--- config.mk ---
export PLATFORM = sky130hd
export DESIGN_NAME = lfu_block_cache_top
export DESIGN_NICKNAME = d
export VERILOG_FILES = /design/src/design/lbc_pkg.sv /design/src/design/lbc_ram.sv /design/src/design/lbc_cmp.sv /design/src/design/lfu_block_cache_top.sv
export SDC_FILE = /design/constraint.sdc
export NUM_CORES = 2
export LEC_CHECK = 0
export ABC_AREA = 1
export BUFFER_PORTS_ARGS = -buffer_cell sky130_fd_sc_hd__buf_2
export CAP_MARGIN = 20
export CORE_MARGIN = 1.5
export CORE_UTILIZATION = 30
export CTS_BUF_LIST = sky130_fd_sc_hd__clkbuf_8 sky130_fd_sc_hd__clkbuf_16
export DETAILED_ROUTE_END_ITERATION = 8
export GPL_ROUTABILITY_DRIVEN = 0
export HOLD_SLACK_MARGIN = 0.03
export PLACE_DENSITY = 0.42
export SKIP_CTS_REPAIR_TIMING = 1
export SYNTH_ARGS = -nofsm -noshare
export SYNTH_HDL_FRONTEND = slang
export SYNTH_SLANG_ARGS = --single-unit
--- constraint.sdc ---
create_clock -name clk_i -period 38.6 [get_ports clk_i]
set_clock_uncertainty 0.1 [all_clocks]
set_input_delay 0 -clock clk_i [delete_from_list [all_inputs] [get_ports clk_i]]
set_output_delay 0 -clock clk_i [all_outputs]
set_load 0.02 [all_outputs]
--- src/design/lbc_pkg.sv ---
// ----------------------------------------------------------------------------
// LFU block cache package
// Shared widths, command codes and the compare-unit result type.
// ----------------------------------------------------------------------------
package lbc_pkg;

  localparam int KEY_W   = 64;  // width of node_id and block_id
  localparam int PAY_W   = 64;  // width of the payload handle
  localparam int TOTAL_W = 32;  // width of the hit and miss totals
  localparam int CFG_W   = 5;   // width of the entries_in_use register
  localparam int SLOT_W  = 4;   // width of the slot result field

  localparam logic [CFG_W-1:0] CFG_RESET = 5'd16;

  typedef enum logic {
    CMD_LOOKUP = 1'b0,
    CMD_INSERT = 1'b1
  } cmd_e;

  // Flags from the shared compare unit for the entry read in this cycle.
  typedef struct packed {
    logic key_match;
    logic cnt_less;
    logic cnt_equal;
  } cmp_res_t;

endpackage

--- src/design/lbc_ram.sv ---
// ----------------------------------------------------------------------------
// Generic single-port-write RAM
// One write port and one read port with registered read data.
// ----------------------------------------------------------------------------
module lbc_ram #(
  parameter int Width = 8,
  parameter int Depth = 16
) (
  input  logic                                    clk_i,
  input  logic                                    we_i,
  input  logic [(Depth > 1 ? $clog2(Depth) : 1)-1:0] waddr_i,
  input  logic [Width-1:0]                        wdata_i,
  input  logic [(Depth > 1 ? $clog2(Depth) : 1)-1:0] raddr_i,
  output logic [Width-1:0]                        rdata_o
);

  logic [Width-1:0] mem_q [Depth];
  logic [Width-1:0] rdata_q;

  always_ff @(posedge clk_i) begin
    if (we_i) begin
      mem_q[waddr_i] <= wdata_i;
    end
    rdata_q <= mem_q[raddr_i];
  end

  assign rdata_o = rdata_q;

endmodule

--- src/design/lbc_cmp.sv ---
// ----------------------------------------------------------------------------
// LFU block cache compare unit
// Compares the entry read this cycle against the request key and the
// running least use count.
// ----------------------------------------------------------------------------
module lbc_cmp #(
  parameter int CntW = 16
) (
  input  logic [lbc_pkg::KEY_W-1:0] rd_node_i,
  input  logic [lbc_pkg::KEY_W-1:0] rd_block_i,
  input  logic [lbc_pkg::KEY_W-1:0] key_node_i,
  input  logic [lbc_pkg::KEY_W-1:0] key_block_i,
  input  logic [CntW-1:0]           rd_cnt_i,
  input  logic [CntW-1:0]           least_i,
  output lbc_pkg::cmp_res_t         res_o
);

  import lbc_pkg::*;

  always_comb begin
    res_o.key_match = (rd_node_i == key_node_i) && (rd_block_i == key_block_i);
    res_o.cnt_less  = rd_cnt_i < least_i;
    res_o.cnt_equal = rd_cnt_i == least_i;
  end

endmodule

--- src/design/lfu_block_cache_top.sv ---
// ----------------------------------------------------------------------------
// LFU block cache, top level
// Fully associative cache of (node_id, block_id) keys with payload handles
// and least-frequently-used replacement, walked one entry per cycle.
// ----------------------------------------------------------------------------
// A command beat is taken when start is high and busy is low; busy then stays
// high until the result beat, which is shown for exactly one cycle with done_o
// high, and busy is already low in that cycle so the next command can be taken
// right away. The receiver cannot stall, so it must capture every result beat
// in the cycle it appears. The entries are walked one per cycle through the
// entry and count memories, with a single compare unit checking each entry as
// its read data returns. A lookup stops at the first valid entry whose key
// matches and then passes through a hit state that bumps its use count; a
// lookup that misses ends once the last active entry is checked. An insert
// into a free slot goes straight to the write, and an insert that replaces
// the least-used entry first walks all active entries. The active entry
// count resets to 16. Valid bits live in flip-flops that reset clears at
// once, so there is no clearing pass after reset. The active entry count is
// written through the configuration channel, which is always ready; write it
// only while no command is in flight. A value of 0 acts as 1 and a value
// above ENTRIES acts as ENTRIES.
// ----------------------------------------------------------------------------
module lfu_block_cache_top #(
  parameter int ENTRIES    = 16,
  parameter int COUNT_BITS = 16
) (
  input  logic                        clk_i,
  input  logic                        rst_ni,
  // Command channel
  input  logic                        start,
  output logic                        busy,
  input  logic                        cmd_i,
  input  logic [lbc_pkg::KEY_W-1:0]   node_id_i,
  input  logic [lbc_pkg::KEY_W-1:0]   block_id_i,
  input  logic [lbc_pkg::PAY_W-1:0]   payload_in_i,
  // Result channel
  output logic                        done_o,
  output logic                        hit_o,
  output logic [lbc_pkg::SLOT_W-1:0]  slot_o,
  output logic [lbc_pkg::PAY_W-1:0]   payload_out_o,
  output logic [lbc_pkg::TOTAL_W-1:0] hits_total_o,
  output logic [lbc_pkg::TOTAL_W-1:0] misses_total_o,
  // Configuration channel
  input  logic                        cfg_valid_i,
  output logic                        cfg_ready_o,
  input  logic [lbc_pkg::CFG_W-1:0]   cfg_data_i
);

  import lbc_pkg::*;

  // Index width addresses the entries; the counter width can also hold
  // ENTRIES itself, for the fill position and the active count.
  localparam int IdxW  = (ENTRIES > 1) ? $clog2(ENTRIES) : 1;
  localparam int CntrW = $clog2(ENTRIES + 1);
  localparam int NW    = (CntrW > CFG_W) ? CntrW : CFG_W;
  localparam int EntW  = 2 * KEY_W + PAY_W;

  typedef enum logic [1:0] {
    S_IDLE,
    S_SCAN,
    S_HIT,
    S_WRITE
  } state_e;

  state_e               state_q, state_d;
  logic [CFG_W-1:0]     cfg_q, cfg_d;
  logic [CntrW-1:0]     n_q, n_d;
  logic [CntrW-1:0]     fp_q, fp_d;
  logic [CntrW-1:0]     rd_idx_q, rd_idx_d;
  logic                 pend_q, pend_d;
  logic [IdxW-1:0]      pend_idx_q, pend_idx_d;
  logic                 is_ins_q, is_ins_d;
  logic                 fill_q, fill_d;
  logic [KEY_W-1:0]     key_node_q, key_node_d;
  logic [KEY_W-1:0]     key_block_q, key_block_d;
  logic [PAY_W-1:0]     pay_in_q, pay_in_d;
  logic [IdxW-1:0]      slot_q, slot_d;
  logic [COUNT_BITS-1:0] least_q, least_d;
  logic [COUNT_BITS-1:0] cnt_q, cnt_d;
  logic [PAY_W-1:0]     pay_hit_q, pay_hit_d;
  logic [ENTRIES-1:0]   valid_q, valid_d;
  logic [TOTAL_W-1:0]   hits_q, hits_d;
  logic [TOTAL_W-1:0]   miss_q, miss_d;
  logic                 done_q, done_d;
  logic                 hit_out_q, hit_out_d;
  logic [IdxW-1:0]      slot_out_q, slot_out_d;
  logic [PAY_W-1:0]     pay_out_q, pay_out_d;

  // Memory ports
  logic                  ent_we;
  logic [EntW-1:0]       ent_wdata;
  logic [EntW-1:0]       ent_rdata;
  logic                  cnt_we;
  logic [COUNT_BITS-1:0] cnt_wdata;
  logic [COUNT_BITS-1:0] cnt_rdata;
  logic [IdxW-1:0]       raddr;

  logic [KEY_W-1:0]      rd_node;
  logic [KEY_W-1:0]      rd_block;
  logic [PAY_W-1:0]      rd_pay;
  cmp_res_t              cmp_res;

  logic [NW-1:0]         cfg_ext;
  logic [NW-1:0]         n_clamp;
  logic [CntrW-1:0]      n_act;
  logic                  scan_last;
  logic [IdxW+SLOT_W-1:0] slot_wide;

  // Clamp the register to the built range of entries.
  always_comb begin
    cfg_ext = NW'(cfg_q);
    if (cfg_ext == '0) begin
      n_clamp = NW'(1);
    end else if (cfg_ext > NW'(ENTRIES)) begin
      n_clamp = NW'(ENTRIES);
    end else begin
      n_clamp = cfg_ext;
    end
    n_act = n_clamp[CntrW-1:0];
  end

  assign raddr    = rd_idx_q[IdxW-1:0];
  assign rd_node  = ent_rdata[EntW-1 -: KEY_W];
  assign rd_block = ent_rdata[PAY_W +: KEY_W];
  assign rd_pay   = ent_rdata[PAY_W-1:0];
  assign ent_wdata = {key_node_q, key_block_q, pay_in_q};

  // The read data now being checked belongs to the last active entry.
  assign scan_last = rd_idx_q >= n_q;

  lbc_ram #(
    .Width (EntW),
    .Depth (ENTRIES)
  ) u_ent_ram (
    .clk_i   (clk_i),
    .we_i    (ent_we),
    .waddr_i (slot_q),
    .wdata_i (ent_wdata),
    .raddr_i (raddr),
    .rdata_o (ent_rdata)
  );

  lbc_ram #(
    .Width (COUNT_BITS),
    .Depth (ENTRIES)
  ) u_cnt_ram (
    .clk_i   (clk_i),
    .we_i    (cnt_we),
    .waddr_i (slot_q),
    .wdata_i (cnt_wdata),
    .raddr_i (raddr),
    .rdata_o (cnt_rdata)
  );

  lbc_cmp #(
    .CntW (COUNT_BITS)
  ) u_cmp (
    .rd_node_i   (rd_node),
    .rd_block_i  (rd_block),
    .key_node_i  (key_node_q),
    .key_block_i (key_block_q),
    .rd_cnt_i    (cnt_rdata),
    .least_i     (least_q),
    .res_o       (cmp_res)
  );

  // Sequencer next-state logic.
  always_comb begin
    state_d     = state_q;
    cfg_d       = cfg_q;
    n_d         = n_q;
    fp_d        = fp_q;
    rd_idx_d    = rd_idx_q;
    pend_d      = pend_q;
    pend_idx_d  = pend_idx_q;
    is_ins_d    = is_ins_q;
    fill_d      = fill_q;
    key_node_d  = key_node_q;
    key_block_d = key_block_q;
    pay_in_d    = pay_in_q;
    slot_d      = slot_q;
    least_d     = least_q;
    cnt_d       = cnt_q;
    pay_hit_d   = pay_hit_q;
    valid_d     = valid_q;
    hits_d      = hits_q;
    miss_d      = miss_q;
    done_d      = 1'b0;
    hit_out_d   = hit_out_q;
    slot_out_d  = slot_out_q;
    pay_out_d   = pay_out_q;
    ent_we      = 1'b0;
    cnt_we      = 1'b0;
    cnt_wdata   = cnt_q;

    if (cfg_valid_i) begin
      cfg_d = cfg_data_i;
    end

    unique case (state_q)
      S_IDLE: begin
        if (start) begin
          key_node_d  = node_id_i;
          key_block_d = block_id_i;
          pay_in_d    = payload_in_i;
          is_ins_d    = cmd_e'(cmd_i) == CMD_INSERT;
          n_d         = n_act;
          rd_idx_d    = '0;
          pend_d      = 1'b0;
          if ((cmd_e'(cmd_i) == CMD_INSERT) && (fp_q < n_act)) begin
            fill_d  = 1'b1;
            slot_d  = fp_q[IdxW-1:0];
            fp_d    = fp_q + CntrW'(1);
            state_d = S_WRITE;
          end else begin
            fill_d  = 1'b0;
            state_d = S_SCAN;
          end
        end
      end

      S_SCAN: begin
        // Issue the next read while the previous one is checked.
        if (rd_idx_q < n_q) begin
          rd_idx_d   = rd_idx_q + CntrW'(1);
          pend_d     = 1'b1;
          pend_idx_d = rd_idx_q[IdxW-1:0];
        end else begin
          pend_d = 1'b0;
        end

        if (pend_q) begin
          if (!is_ins_q) begin
            if (valid_q[pend_idx_q] && cmp_res.key_match) begin
              slot_d    = pend_idx_q;
              cnt_d     = cnt_rdata;
              pay_hit_d = rd_pay;
              pend_d    = 1'b0;
              state_d   = S_HIT;
            end else if (scan_last) begin
              if (miss_q != '1) begin
                miss_d = miss_q + TOTAL_W'(1);
              end
              done_d     = 1'b1;
              hit_out_d  = 1'b0;
              slot_out_d = '0;
              pay_out_d  = '0;
              state_d    = S_IDLE;
            end
          end else begin
            // Slot 0 keeps ties; elsewhere the later entry wins a tie.
            if ((pend_idx_q == '0) || cmp_res.cnt_less ||
                (cmp_res.cnt_equal && (slot_q != '0))) begin
              least_d = cnt_rdata;
              slot_d  = pend_idx_q;
            end
            if (scan_last) begin
              state_d = S_WRITE;
            end
          end
        end
      end

      S_HIT: begin
        cnt_we    = 1'b1;
        cnt_wdata = (cnt_q == '1) ? cnt_q : cnt_q + COUNT_BITS'(1);
        if (hits_q != '1) begin
          hits_d = hits_q + TOTAL_W'(1);
        end
        done_d     = 1'b1;
        hit_out_d  = 1'b1;
        slot_out_d = slot_q;
        pay_out_d  = pay_hit_q;
        state_d    = S_IDLE;
      end

      S_WRITE: begin
        ent_we          = 1'b1;
        cnt_we          = 1'b1;
        cnt_wdata       = fill_q ? '0 : COUNT_BITS'(1);
        valid_d[slot_q] = 1'b1;
        done_d          = 1'b1;
        hit_out_d       = 1'b0;
        slot_out_d      = slot_q;
        pay_out_d       = '0;
        state_d         = S_IDLE;
      end

      default: begin
        state_d = S_IDLE;
      end
    endcase
  end

  always_ff @(posedge clk_i or negedge rst_ni) begin
    if (!rst_ni) begin
      state_q     <= S_IDLE;
      cfg_q       <= CFG_RESET;
      n_q         <= '0;
      fp_q        <= '0;
      rd_idx_q    <= '0;
      pend_q      <= 1'b0;
      pend_idx_q  <= '0;
      is_ins_q    <= 1'b0;
      fill_q      <= 1'b0;
      key_node_q  <= '0;
      key_block_q <= '0;
      pay_in_q    <= '0;
      slot_q      <= '0;
      least_q     <= '0;
      cnt_q       <= '0;
      pay_hit_q   <= '0;
      valid_q     <= '0;
      hits_q      <= '0;
      miss_q      <= '0;
      done_q      <= 1'b0;
      hit_out_q   <= 1'b0;
      slot_out_q  <= '0;
      pay_out_q   <= '0;
    end else begin
      state_q     <= state_d;
      cfg_q       <= cfg_d;
      n_q         <= n_d;
      fp_q        <= fp_d;
      rd_idx_q    <= rd_idx_d;
      pend_q      <= pend_d;
      pend_idx_q  <= pend_idx_d;
      is_ins_q    <= is_ins_d;
      fill_q      <= fill_d;
      key_node_q  <= key_node_d;
      key_block_q <= key_block_d;
      pay_in_q    <= pay_in_d;
      slot_q      <= slot_d;
      least_q     <= least_d;
      cnt_q       <= cnt_d;
      pay_hit_q   <= pay_hit_d;
      valid_q     <= valid_d;
      hits_q      <= hits_d;
      miss_q      <= miss_d;
      done_q      <= done_d;
      hit_out_q   <= hit_out_d;
      slot_out_q  <= slot_out_d;
      pay_out_q   <= pay_out_d;
    end
  end

  // The slot field carries the low bits of the slot index.
  assign slot_wide = {{SLOT_W{1'b0}}, slot_out_q};

  assign busy           = state_q != S_IDLE;
  assign cfg_ready_o    = 1'b1;
  assign done_o         = done_q;
  assign hit_o          = hit_out_q;
  assign slot_o         = slot_wide[SLOT_W-1:0];
  assign payload_out_o  = pay_out_q;
  assign hits_total_o   = hits_q;
  assign misses_total_o = miss_q;

`ifndef NO_ASSERTIONS
  // A result beat is only shown once the sequencer is back in idle.
  assert property (@(posedge clk_i) disable iff (!rst_ni) done_o |-> !busy)
    else $error("result beat shown while busy");

  // An accepted command always makes the block busy in the next cycle.
  assert property (@(posedge clk_i) disable iff (!rst_ni) (start && !busy) |=> busy)
    else $error("command accepted but block not busy");

  // A hit beat carries the payload captured from the matching entry.
  assert property (@(posedge clk_i) disable iff (!rst_ni) hit_o && done_o |-> payload_out_o == pay_hit_q)
    else $error("hit payload does not match captured entry");

  // Miss and insert beats carry a zero payload.
  assert property (@(posedge clk_i) disable iff (!rst_ni)
                   (done_o && !hit_o) |-> (payload_out_o == '0))
    else $error("nonzero payload on miss or insert");

  // The hit total only moves on a hit beat.
  assert property (@(posedge clk_i) disable iff (!rst_ni)
                   (hits_total_o != $past(hits_total_o)) |-> (done_o && hit_o))
    else $error("hit total changed without a hit beat");
`endif

endmodule
==> run summary <==
Critical path startpoint category: a register. Static timing analysis puts the maximum clock frequency at 0.178 GHz. The fraction of post-synthesis cell area in the top cell type by area came out at 64.4%.

The run finished with clean final reports. The number of different library cells used by synthesis comes to 52. The clock passes through at most 4 buffers.

Measured along the y axis, the die boundary spans 722 um. The net switching power of the design came out at 4.61 mW. The logs give 32.99 ns for the flop-to-flop setup slack and 0 for the final setup violation count. The shortest clock period the worst path allows after layout was 5.61 ns. Dividing the detail-routed via count by the number of cells gives 5.07. For this design the ratio of total power to cell area is 72.8 mW/mm^2. In this run, synthesis produced a sequential element count of 4007. Initial cell density of the core: 30.2%. Yosys attributes the largest share of cell area to edfxtp_1 (64%), dfrtp_1 (7.6%), o21ai_0 (5.8%), nor2_1 (4.7%), nand2_1 (4.3%).

The net count after synthesis is 12.6k, and the post-synth design cell area is 0.155 mm^2. The worst IR drop on VDD was 0.0000598 V; the portion of total power attributed to sequential cells was 45.2%. Relative to the synthesized area, the layout overhead comes to 18.5%. Summed over all instances, the cell type with the most area after synthesis is edfxtp_1. Setup repair after global routing left no endpoint under its margin. The run gives 743 mm as the global-route wire length before repair.

The via count of the first global-routing pass is 100k. Entering global routing, the biggest net connects 197 pins. The root buffer cell was clkbuf_16. The proportion of synthesized flip-flops having asynchronous set or reset came out at 11.8%.

After clock tree synthesis, the clock-pin slew on the worst setup and hold paths is 0.06 ns. For this run, design rule violations remaining after detail routing come to 0. The clock network power share was 31.4%; the global-route congestion overflow total was 0. The run gives 23.3% as the combinational power share.

After detailed routing, the total wire length is 521 mm. For the count of non-filler cells in the finished layout, the log shows 20.4k. After legalization and detailed placement, the total HPWL measured 270 mm. Origin of the worst min-delay path: start.

The worst pin sits at a relative slew slack of 17.9%. Routed via count: 103k. STA puts the critical path data arrival time at 6.43 ns. The analysis attributes to cell leakage a power of 64.7 nW. CTS built an H-tree with a depth of 5.

The count of pins on the block boundary came out at 338. After the first detailed-routing iteration, the DRC count stood at 9109. The tools report the data required time at the worst endpoint as 39.42 ns. The number of synthesized flops with an enable pin is 3328. For this run, the leading register cell type out of synthesis is edfxtp_1. Cells with a size suffix above 1 make up 9.57% of the layout.

In the final design database the tool counted 13.3k nets. The setup path with the least slack is of type reg2reg. Largest driver fanout on the critical path: 94. Of the synthesized area, sequential elements account for 74.7%. The number of pins exceeding their max-slew limit in the final report came out at 0. The total number of placement rows is 263, and the initial antenna violation count is 26. TritonCTS built the clock tree.

The run gives 0 as the number of endpoints with negative hold slack in the final report. In this run the worst setup path begins at rd_idx_q[0]$_DFFE_PN0P_. The net switching fraction of the power is 34.5%. The detail route stage leaves a number of antenna-violating nets equal to 0. The run gives 0.521 mm^2 as the floorplan die area.

The tightest min-delay check is of the in2reg type. The later pin in the worst-skew pair is clocked with a latency of 1.03 ns. For this run, the total global-route usage over all layers was measured as 19.4%. edfxtp_1 is the most common cell in the netlist. The average instance in the mapped netlist occupies 12.5 um^2. For this run, the number of Yosys warnings is 0.

The die width came out at 722 um. The worst setup path is captured at a register. The routed length per instance is 25.6 um, and the number of sinks handled by clock tree synthesis is 4007. The run gives 0.514 mm^2 as the area of the core region. At the pin with the least slew margin, the transition time is 1.23 ns. Setup total negative slack on the finished layout was measured at 0 ns. The tools report the beginning of the worst register-to-register path as rd_idx_q[0]$_DFFE_PN0P_. Number of search-and-repair iterations in the first detailed-routing pass: 6. After layout, the worst path uses 14.5% of the clock period.

The tools report the instance count of the mapped netlist as 12.4k. The TritonCTS buffer count is 439, and the number of violations of the max-capacitance limit is 0. Internal power comes to 8.77 mW.

Counting instances in the post-synthesis netlist gives the leading cell types as edfxtp_1 (3328), nor2_1 (1949), o21ai_0 (1802). Port buffering added 336 buffers. In this run, placement finished with an instance count of 19.0k.
[power by group through the flow]
stage | Clock, mW | Sequential [mW] | Combinational (mW)
2_1_floorplan | 0 | 5.90 | 1.94
3_3_place_gp | 0 | 6.12 | 3.03
3_5_place_dp | 0 | 6.15 | 3.06
4_1_cts | 4.31 | 6.06 | 3.08
5_1_grt | 4.48 | 6.14 | 3.46
6_report | 4.21 | 6.06 | 3.12
[worst max-delay path, cell delays in order (launching register included)]
cell and delay, ns:
dfrtp_4 0.88, buf_4 0.73, buf_4 0.71, buf_4 0.88, buf_4 0.72, buf_4 0.61, o21ai_0 0.18, o221ai_1 0.25
nand3_1 0.10, nand3_1 0.11
[placed cells by master (no fill, tap or decap), types with 90 or more instances in the layout]
master / instances
dlygate4sd3_1: 470
nand4_1: 112
o21ai_0: 1800
buf_4: 197
inv_1: 450
nand2_1: 1760
nand3_1: 384
xnor2_1: 90
o221ai_1: 342
o22ai_1: 494
dfrtp_1: 467
nor2_1: 1939
edfxtp_1: 3328
dfxtp_1: 208
buf_2: 335
clkbuf_16: 443
[path summary, 6_finish.rpt]
path                                                       to  depth (start not counted)
worst max-delay path            u_ent_ram.rdata_o[47]$_DFF_P_                          9
worst min-delay path                   state_q[0]$_DFFE_PN0P_                          6
worst max register to register  u_ent_ram.rdata_o[47]$_DFF_P_                          9
worst min register to register      pay_hit_q[32]$_DFFE_PN0P_                          2
max in group asynchronous            pay_in_q[36]$_DFFE_PN0P_                          6
min in group asynchronous          key_node_q[19]$_DFFE_PN0P_                          4
[routing by layer]
| layer | wire [um] | vias up | share of wire, % | GRT usage (%) |
|---|---|---|---|---|
| met5 | 67 | - | 0.013 | 0 |
| met4 | 12100 | 10 | 2.3 | 4.47 |
| met3 | 25800 | 635 | 4.9 | 2.42 |
| met2 | 245000 | 2923 | 47 | 32.0 |
| met1 | 238000 | 53500 | 46 | 27.2 |
| li1 | - | 46200 | - | - |
[logic make-up after synthesis]
family,Yosys count,share of synthesized area (%)
XOR/XNOR,149,0.841
AND/OR/NAND/NOR,4323,11.1
other,1,0.00242
adder cells (fa/ha/maj),30,0.242
flip-flops,4007,74.7
buffers and inverters,1097,2.76
AO/OA/AOI/OAI,2775,10.3
[state kept, by name (all words and copies together) (netlist names), 16 cells and up]
| signal | flops |
|---|---|
| key_block_q | 64 |
| u_ent_ram.mem_q | 3072 |
| least_q | 16 |
| hits_total_o | 32 |
| u_cnt_ram.rdata_o | 16 |
| valid_q | 16 |
| u_cnt_ram.mem_q | 256 |
| u_ent_ram.rdata_o | 192 |
| payload_out_o | 64 |
| pay_in_q | 64 |
| pay_hit_q | 64 |
| key_node_q | 64 |
| misses_total_o | 32 |
| cnt_q | 16 |
[metrics by stage]
step / power (mW) / cell area, um^2 / worst slack (ns) / hold slack (ns) / utilization, %
floorplan: 7.84 / 155000 / 23.34 / -0.396 / -
global placement: 9.15 / 164000 / 32.65 / -0.0644 / 32.0
detailed placement: 9.22 / 164000 / 33.05 / -0.0646 / 32.0
CTS: 13.5 / 179000 / 33.02 / -1.16 / 34.8
global route: 14.1 / 184000 / 32.57 / 0.0399 / 35.8
finish: 13.4 / 184000 / 32.99 / 0.0334 / 35.8
[layout make-up]
cell class,instances,area (um^2)
clock inverters,339,2800
fillers,50000,330000
multi-input cells,7278,35100
flip-flops and latches,4007,116000
inverters,318,1240
diodes,11,27.5
clock buffers,493,11800
well taps,6890,8620
repair buffers,1028,8390
(Power assumes the default switching activity.)
